File: src/rtl/core/cfuv_pkg.sv
// Package for the cube-map face selection block: payload structs, face codes
// and the per-cell pipeline record. No dependencies.
package cfuv_pkg;

    localparam int COMP_BITS  = 16;
    localparam int FRAC_BITS  = 14;
    localparam int COORD_BITS = FRAC_BITS + 2;
    localparam int MAG_BITS   = COMP_BITS;          // magnitude fits unsigned
    localparam int QUO_BITS   = FRAC_BITS + 1;      // quotient 0..2^FRAC_BITS

    typedef enum logic [2:0] {
        FACE_POS_X = 3'd0,
        FACE_NEG_X = 3'd1,
        FACE_POS_Y = 3'd2,
        FACE_NEG_Y = 3'd3,
        FACE_POS_Z = 3'd4,
        FACE_NEG_Z = 3'd5
    } face_t;

    typedef struct packed {
        logic signed [COMP_BITS-1:0] dir_x;
        logic signed [COMP_BITS-1:0] dir_y;
        logic signed [COMP_BITS-1:0] dir_z;
    } dir_in_t;

    typedef struct packed {
        logic [2:0]                   face;
        logic signed [COORD_BITS-1:0] u_coord;
        logic signed [COORD_BITS-1:0] v_coord;
        logic                         degenerate;
    } uv_out_t;

    // Record handed from cell to cell: two restoring dividers side by side
    typedef struct packed {
        logic                valid;
        logic [2:0]          face;
        logic                degenerate;
        logic                neg_u;
        logic                neg_v;
        logic [MAG_BITS-1:0] den;
        logic [MAG_BITS:0]   rem_u;
        logic [MAG_BITS:0]   rem_v;
        logic [MAG_BITS-1:0] num_u;   // numerator bits still to shift in
        logic [MAG_BITS-1:0] num_v;
        logic [QUO_BITS-1:0] quo_u;
        logic [QUO_BITS-1:0] quo_v;
    } cell_t;

endpackage

File: src/rtl/core/cfuv_cell.sv
// One restoring-division cell: brings down one numerator bit for u and v and
// produces one quotient bit each. Depends on cfuv_pkg.
module cfuv_cell
    import cfuv_pkg::*;
(
    input  logic  clk,
    input  logic  rst_n,
    input  cell_t cell_in,
    output cell_t cell_out
);

    cell_t cell_reg;
    cell_t cell_next;

    logic [MAG_BITS:0] trial_u;
    logic [MAG_BITS:0] trial_v;
    logic              ge_u;
    logic              ge_v;

    // Shift in the next numerator bit and compare against the divisor
    always_comb
    begin
        cell_next = cell_in;
        trial_u   = {cell_in.rem_u[MAG_BITS-1:0], cell_in.num_u[MAG_BITS-1]};
        trial_v   = {cell_in.rem_v[MAG_BITS-1:0], cell_in.num_v[MAG_BITS-1]};
        ge_u      = trial_u >= {1'b0, cell_in.den};
        ge_v      = trial_v >= {1'b0, cell_in.den};
        cell_next.rem_u = ge_u ? trial_u - {1'b0, cell_in.den} : trial_u;
        cell_next.rem_v = ge_v ? trial_v - {1'b0, cell_in.den} : trial_v;
        cell_next.num_u = {cell_in.num_u[MAG_BITS-2:0], 1'b0};
        cell_next.num_v = {cell_in.num_v[MAG_BITS-2:0], 1'b0};
        cell_next.quo_u = {cell_in.quo_u[QUO_BITS-2:0], ge_u};
        cell_next.quo_v = {cell_in.quo_v[QUO_BITS-2:0], ge_v};
    end

    // Advance the record to the next cell
    always_ff @(posedge clk or negedge rst_n)
    begin
        if (!rst_n)
        begin
            cell_reg <= '0;
        end
        else
        begin
            cell_reg <= cell_next;
        end
    end

    assign cell_out = cell_reg;

endmodule

File: src/rtl/core/cfuv_select.sv
// Front stage: major-axis selection, face code, sign handling and loading of
// the first division record. Depends on cfuv_pkg.
module cfuv_select
    import cfuv_pkg::*;
(
    input  logic    clk,
    input  logic    rst_n,
    input  logic    load,
    input  dir_in_t dir,
    output cell_t   cell_out
);

    cell_t cell_reg;
    cell_t cell_next;

    logic [MAG_BITS-1:0] ax, ay, az;
    logic                nx, ny, nz;
    logic                zero_vec;

    // Magnitudes are exact: the most negative value maps to 2^(n-1)
    always_comb
    begin
        nx = dir.dir_x[COMP_BITS-1];
        ny = dir.dir_y[COMP_BITS-1];
        nz = dir.dir_z[COMP_BITS-1];
        ax = nx ? MAG_BITS'(-dir.dir_x) : MAG_BITS'(dir.dir_x);
        ay = ny ? MAG_BITS'(-dir.dir_y) : MAG_BITS'(dir.dir_y);
        az = nz ? MAG_BITS'(-dir.dir_z) : MAG_BITS'(dir.dir_z);
        zero_vec = (ax == '0) && (ay == '0) && (az == '0);
    end

    // Pick the face and the minor numerators with their result signs
    always_comb
    begin
        cell_next            = '0;
        cell_next.valid      = load;
        cell_next.degenerate = zero_vec;
        if (zero_vec)
        begin
            // Unit divisor with zero numerators keeps both quotients at zero
            cell_next.face = FACE_NEG_X;
            cell_next.den  = MAG_BITS'(1);
        end
        else if (ax >= ay && ax >= az)
        begin
            cell_next.face  = nx ? FACE_NEG_X : FACE_POS_X;
            cell_next.den   = ax;
            cell_next.num_u = az;
            cell_next.neg_u = (az != '0) && (nz == nx);         // -z/x
            cell_next.num_v = ay;
            // face 0: y/x, face 1: -y/x; both equal |y|/|x| signed by y
            cell_next.neg_v = (ay != '0) && ny;
        end
        else if (ay >= az)
        begin
            cell_next.face  = ny ? FACE_NEG_Y : FACE_POS_Y;
            cell_next.den   = ay;
            cell_next.num_u = ax;
            cell_next.neg_u = (ax != '0) && nx;                 // x/y or -x/-y
            cell_next.num_v = az;
            cell_next.neg_v = (az != '0) && (nz == ny);         // -z/y
        end
        else
        begin
            cell_next.face  = nz ? FACE_NEG_Z : FACE_POS_Z;
            cell_next.den   = az;
            cell_next.num_u = ax;
            cell_next.neg_u = (ax != '0) && (nx != nz);         // x/z
            cell_next.num_v = ay;
            cell_next.neg_v = (ay != '0) && ny;                 // y/z or -y/-z
        end
    end

    // Hold the first division record
    always_ff @(posedge clk or negedge rst_n)
    begin
        if (!rst_n)
        begin
            cell_reg <= '0;
        end
        else
        begin
            cell_reg <= cell_next;
        end
    end

    assign cell_out = cell_reg;

endmodule

File: src/rtl/core/cube_face_uv_from_direction_top.sv
// Cube-map face selection top level: select stage, chain of division cells
// and output register. Depends on cfuv_pkg, cfuv_select and cfuv_cell.
//
// One direction vector is taken per clock (busy never rises) and each
// result appears with done high after passing through the select register,
// the chain of restoring-division cells, one quotient bit per cell, that
// computes u and v side by side, and the output register. Results cannot
// be held off.
module cube_face_uv_from_direction_top
    import cfuv_pkg::*;
(
    input  logic    clk,
    input  logic    rst_n,
    input  logic    start,
    output logic    busy,
    input  dir_in_t dir,
    output logic    done,
    output uv_out_t result
);

    // Dividend |n| * 2^F, |n| <= |m|: quotient bits beyond F+1 are zero, so
    // the chain runs over the magnitude bits then the F fraction bits.
    localparam int STEPS = COMP_BITS + FRAC_BITS;

    cell_t chain [STEPS+1];

    logic    accept;
    uv_out_t result_reg;
    uv_out_t result_next;
    logic    done_reg;

    assign busy   = 1'b0;
    assign accept = start && !busy;

    cfuv_select u_select (
        .clk      (clk),
        .rst_n    (rst_n),
        .load     (accept),
        .dir      (dir),
        .cell_out (chain[0])
    );

    // Row of division cells, one quotient bit each
    for (genvar i = 0; i < STEPS; i++)
    begin : g_cell
        cfuv_cell u_cell (
            .clk      (clk),
            .rst_n    (rst_n),
            .cell_in  (chain[i]),
            .cell_out (chain[i+1])
        );
    end

    // Apply signs and drop to the output register
    always_comb
    begin
        result_next.face       = chain[STEPS].face;
        result_next.degenerate = chain[STEPS].degenerate;
        result_next.u_coord    = chain[STEPS].neg_u
                               ? -$signed({1'b0, chain[STEPS].quo_u})
                               :  $signed({1'b0, chain[STEPS].quo_u});
        result_next.v_coord    = chain[STEPS].neg_v
                               ? -$signed({1'b0, chain[STEPS].quo_v})
                               :  $signed({1'b0, chain[STEPS].quo_v});
    end

    always_ff @(posedge clk or negedge rst_n)
    begin
        if (!rst_n)
        begin
            done_reg <= 1'b0;
        end
        else
        begin
            done_reg <= chain[STEPS].valid;
        end
    end

    always_ff @(posedge clk)
    begin
        result_reg <= result_next;
    end

    assign done   = done_reg;
    assign result = result_reg;

    // A zero vector always reports face 1 with zero coordinates
    a_degenerate: assert property (@(posedge clk) disable iff (!rst_n)
        done && result.degenerate |->
            result.face == FACE_NEG_X && result.u_coord == '0 && result.v_coord == '0)
        else $error("degenerate result not forced");

    // Face code stays within the six faces
    a_face_range: assert property (@(posedge clk) disable iff (!rst_n)
        done |-> result.face <= FACE_NEG_Z)
        else $error("face code out of range");

    // Coordinates never exceed one in magnitude
    a_coord_range: assert property (@(posedge clk) disable iff (!rst_n)
        done |-> result.u_coord <= 16'sd16384 && result.u_coord >= -16'sd16384
              && result.v_coord <= 16'sd16384 && result.v_coord >= -16'sd16384)
        else $error("coordinate beyond unit range");

endmodule

File: config.mk
export PLATFORM = sky130hd
export DESIGN_NAME = cube_face_uv_from_direction_top
export DESIGN_NICKNAME = d
export VERILOG_FILES = /design/src/rtl/core/cfuv_pkg.sv /design/src/rtl/core/cfuv_cell.sv /design/src/rtl/core/cfuv_select.sv /design/src/rtl/core/cube_face_uv_from_direction_top.sv
export SDC_FILE = /design/constraint.sdc
export NUM_CORES = 2
export LEC_CHECK = 0
export ABC_CLOCK_PERIOD_IN_PS = 6400
export BUFFER_PORTS_ARGS = -buffer_cell sky130_fd_sc_hd__buf_2
export CAP_MARGIN = 20
export CORE_MARGIN = 5
export CORE_UTILIZATION = 55
export DETAILED_ROUTE_END_ITERATION = 12
export GPL_ROUTABILITY_DRIVEN = 0
export PLACE_DENSITY = 0.71
export SLEW_MARGIN = 5
export SYNTH_ARGS = -nofsm -noshare
export SYNTH_HDL_FRONTEND = slang
export SYNTH_SLANG_ARGS = --single-unit
export TNS_END_PERCENT = 20
File: constraint.sdc
create_clock -name clk -period 6.4 [get_ports clk]
set_input_delay 0.64 -clock clk [delete_from_list [all_inputs] [get_ports clk]]
set_output_delay 0.64 -clock clk [all_outputs]
set_load 0.05 [all_outputs]
Word level (Yosys, flattened, before mapping):

Cells that the tools add are included.

* bits in registers: 2174
* input port bits: 51
* output and inout port bits: 38
* word-level logic and storage cells: 531

* $add $sub $neg: 63
* $lt $le $gt $ge: 63
* eq/ne operators: 3
* multiplexer cells: 76
* reduce and logical (&&, ||, !) cells: 14

Operators by type and width (number)
* two-way mux 16 bit: 63
* >= comparator 17 x 16 -> 1 bit: 58
* subtractor 16 bit: 56
* two-way mux 32 bit: 2
* >= comparator 16 bit: 3
* zero test 16 bit: 3
* negator 16 bit: 3
* nonzero test 16 bit: 3
* two-way mux 18 bit: 2
* >= comparator 1 x 16 -> 1 bit: 2
* negator 15 -> 16 bit: 2
* subtractor 1 x 16 -> 16 bit: 2
* two-way mux 15 bit: 2
* two-way mux 3 bit: 3
* logical AND 1 bit: 8
* two-way mux 1 bit: 3
* == test 1 bit: 2
* two-way mux 2 bit: 1
* != test 1 bit: 1

Depth between registers and ports, before layout:

* depth after elaboration: 7
* mapped depth: 20
* mapped depth without buffers: 18

Modules after synthesis:

From an unflattened synthesis, not the netlist that was laid out.

* cell total of the unflattened synthesis: 13655
* area total of the unflattened synthesis: 161602.5 um2

Modules (own cells, without submodules)
* cfuv_cell (g_cell[10].u_cell ...): instances 12, cells each 433, area each 5223.8 um2, seq. area each 2927.8 um2
* cfuv_cell (g_cell[24].u_cell ...): instances 9, cells each 421, area each 5220.0 um2, seq. area each 2927.8 um2
* cfuv_cell (g_cell[29].u_cell ...): instances 5, cells each 446, area each 5033.6 um2, seq. area each 2927.8 um2
* cfuv_cell (g_cell[13].u_cell ...): instances 2, cells each 425, area each 4969.8 um2, seq. area each 2927.8 um2
* cfuv_cell (g_cell[0].u_cell): instances 1, cells each 462, area each 5405.2 um2, seq. area each 2927.8 um2
* cfuv_select: instances 1, cells each 580, area each 5062.4 um2, seq. area each 1376.3 um2
* cfuv_cell (g_cell[12].u_cell): instances 1, cells each 421, area each 5001.0 um2, seq. area each 2927.8 um2
* cube_face_uv_from_direction_top: instances 1, cells each 127, area each 1361.3 um2, seq. area each 745.7 um2

Worst setup path after synthesis:

Ideal clock, no wire load.

* kind: in2reg
* from: in dir[39] (netlist name)
* to: reg u_select.cell_reg, in the netlist u_select.cell_out[112]
* setup time: 95 ps
* data arrival time: 3913 ps
* data required time: 6305 ps
* path slack: 2391 ps
* stages on the path: 16
* buffers on the path: 1
* cells stage by stage: or3_1 > or4_1 > o21ai_0 > xor2_1 > inv_1 > ha_1 > a21o_1 > a21o_1 > a21oi_1 > o211ai_1 > a21oi_1 > a21oi_1 > a21oi_1 > clkbuf_1 > o21ai_0 > o31ai_1

RTL lines
* start, declared: RTL line cube_face_uv_from_direction_top.sv:16 `input dir_in_t dir,`
* end signal, assigned: RTL line cfuv_select.sv:83 `cell_reg <= cell_next;`
* end, declared: RTL line cfuv_select.sv:13 `cell_t cell_reg;`

==> run metrics <==
outcome=finished clean; met2 usage=44.1%; setup slack, reg-to-reg=2510 ps; post-DP HPWL=201,000 um; WL final=266,000 um; commonest non-fill, non-tap cell in the layout=dfrtp_1; Fin Setup TNS=0 ps; largest net degree at the start of global routing=188; layout cells sized above 1=8.75%; post-synthesis instance area=0.108 mm2; Syn Inst Count=10,200; VDD IR max=0.353 mV; critical path class=in -> reg; number of synthesized flops with an enable pin=0; main flop type after synthesis=dfrtp_1; Clock power frac=18.7%; Overall Power=73,300 uW; Avg Inst Size Synth=10.6 um2; Seq pwr share=30.6%; startpoint type of the worst setup path=input port; Data required, critical path=7230 ps; hold_sp=dir[16]; Pleak=0.0575 uW; CTS clk-pin slew, worst paths=70 ps; GR met3 Demand/Resource=3.55%; final count of hold timing violations=0; Num CTS Buffers=220; synth unique cells=85; DR WL/cell=20.0 um; initial core utilization=55.1%; Critical Path AT=5980 ps; switching pwr=30,600 uW; asr flop ratio synth=98.3%; Iter 0 DRT Violations=6,530; vias per cell=5.77; Root Buffer=clkbuf_16; unrepaired setup endpoints after global routing=false; GRT busiest layer=met2; core area=0.197 mm2; later-pin clock latency in the skew report=890 ps; Vias=76,400; top post-synthesis cells by area=dfrtp_1, ha_1, a21oi_1; minimum clock period=5150 ps; initial antenna violation count=6; TritonCTS clock tree=done; CP startpoint=dir[32]; post-synth top area share=49.4%; number of global-route vias before repair=77,700; Max Clock Freq=194 MHz; type of the worst min-delay path=in -> reg; Yosys Warn Count=0; critical path endpoint category=flop; syn_nets=11,300; ANT nets after route=0; Internal=42,700 uW; Boundary Pins=89; cell row count=163; Synth area leader=dfrtp_1; GRT met1 Usage=33.2%; most frequent cells in the layout=dfrtp_1, ha_1, inv_1; maximum clock insertion buffer count=3; R2R Path Start=g_cell[12].u_cell.cell_out[97]$_DFF_PN0_; final setup vio count=0; Port Buffers=87; Switching Fraction=41.7%; Pwr Density=609 mW/mm2; Yosys reg bits=2,174; Pins Over Slew Limit=0; H-tree Lvls=4; slew margin rel.=26.0%; Area growth syn-to-layout=11.0%; final period utilization=80.5%; Worst Tran Pin Value=1110 ps; Final nets=11,500; max reg flops=2,082; overall global routing resource usage=25.8%; clk_skew=56.2 ps; critical path fanouts, max=58; Die X=454 um; die height=454 um; max cap viols=0; Comb power frac=50.7%; sequential area share after synthesis=50.0%; drt drc=0; first-pass GRT wire length=422,000 um; number of clock sinks=2,174; Die ar.=0.206 mm2; Pre-antenna DRT Iters=7; Remaining Overflow, GRT=0
[cells in the mapped netlist (96+ instances only)]
cell,instances
dfrtp_1,2138
ha_1,981
inv_1,895
a21oi_1,858
nor2_1,754
nand2_1,591
o21ai_0,566
xnor2_1,456
a21o_1,290
mux2_2,288
xor2_1,271
nor2b_1,210
nor3_1,194
nand4_1,158
clkbuf_1,142
o21a_1,132
nand3_1,128
a21boi_0,96
[metrics by stage]
step           area, um2  std cells  worst slack, ps  hold WS (ps)  util, %
5_1_grt           120000      13300              912          69.6     61.2
4_1_cts           120000      13200             1430          36.8     61.2
3_3_place_gp      112000      12800             1320           325     57.1
2_1_floorplan     108000      10200             2390           324        -
3_5_place_dp      112000      12800             1250           327     57.1
6_report          120000      13300             1250          98.5     61.2
[layer usage]
layer | up-vias | wire, um
met1 | 37500 | 110000
met3 | 662 | 13400
met4 | 4 | 11400
met5 | - | 35
met2 | 2412 | 131000
li1 | 35800 | -
[power groups by stage]
stage,registers (uW),logic [uW],clock network (uW)
final,22400,37200,13700
after global routing,22800,40900,14600
after CTS,22500,36700,14000
after detailed placement,22600,36200,0
after global placement,22500,35000,0
after floorplan,21100,27800,0
[kinds of logic (layout without fill, tap and decap cells)]
kind of cell	Yosys count	in the layout	synth area share, %
mux	340	340	3.47
fa+ha+maj	1037	1037	12.4
buf+inv	1054	1472	3.66
compound gates	2419	2419	13.8
xor+xnor	728	728	5.89
flops	2174	2174	50.0
simple gates	2438	2438	10.8
other cells	1	5	0.00346
[worst max-delay path, cell delays in order]
cell and delay [ps]:
dlygate4sd3_1 540, buf_2 150, inv_1 170, ha_1 200, nand2b_1 120, or2_2 360
o21ai_0 200, xor2_1 380, inv_1 170, ha_1 330, and4_1 230, nand2_1 70
o211ai_1 210, a21oi_1 110, a21oi_1 320, and2_2 910, nand2_1 130, a21oi_1 150
dlygate4sd3_1 560
[final cells by class]
type,count,area (um2)
Sequential cell,2174,54200
Multi-Input combinational cell,6963,50400
Timing Repair Buffer,155,1140
Clock buffer,290,6070
Antenna cell,4,10.0
Fill cell,15600,76300
Tap cell,2640,3300
Inverter,898,3370
Clock inverter,129,1840
[final timing paths]
path,endpoint,depth (start not counted)
worst max-delay path,u_select.cell_out[46]$_DFF_PN0_,19
worst min-delay path,u_select.cell_out[30]$_DFF_PN0_,3
worst max register to register,g_cell[13].u_cell.cell_out[68]$_DFF_PN0_,11
worst min register to register,g_cell[5].u_cell.cell_out[118]$_DFF_PN0_,0
max in group asynchronous,g_cell[0].u_cell.cell_out[111]$_DFF_PN0_,3
min in group asynchronous,g_cell[27].u_cell.cell_out[112]$_DFF_PN0_,2
[timing repair]
action / 4_1_cts / 5_1_grt
resized for setup: 0 / 0
endpoints found under the hold margin: 87 / 0
endpoints found under the setup margin: 0 / 0
buffers inserted: 0 / 0
hold buffers: 4 / 0
Note: power is estimated with default switching activity, not from simulation.
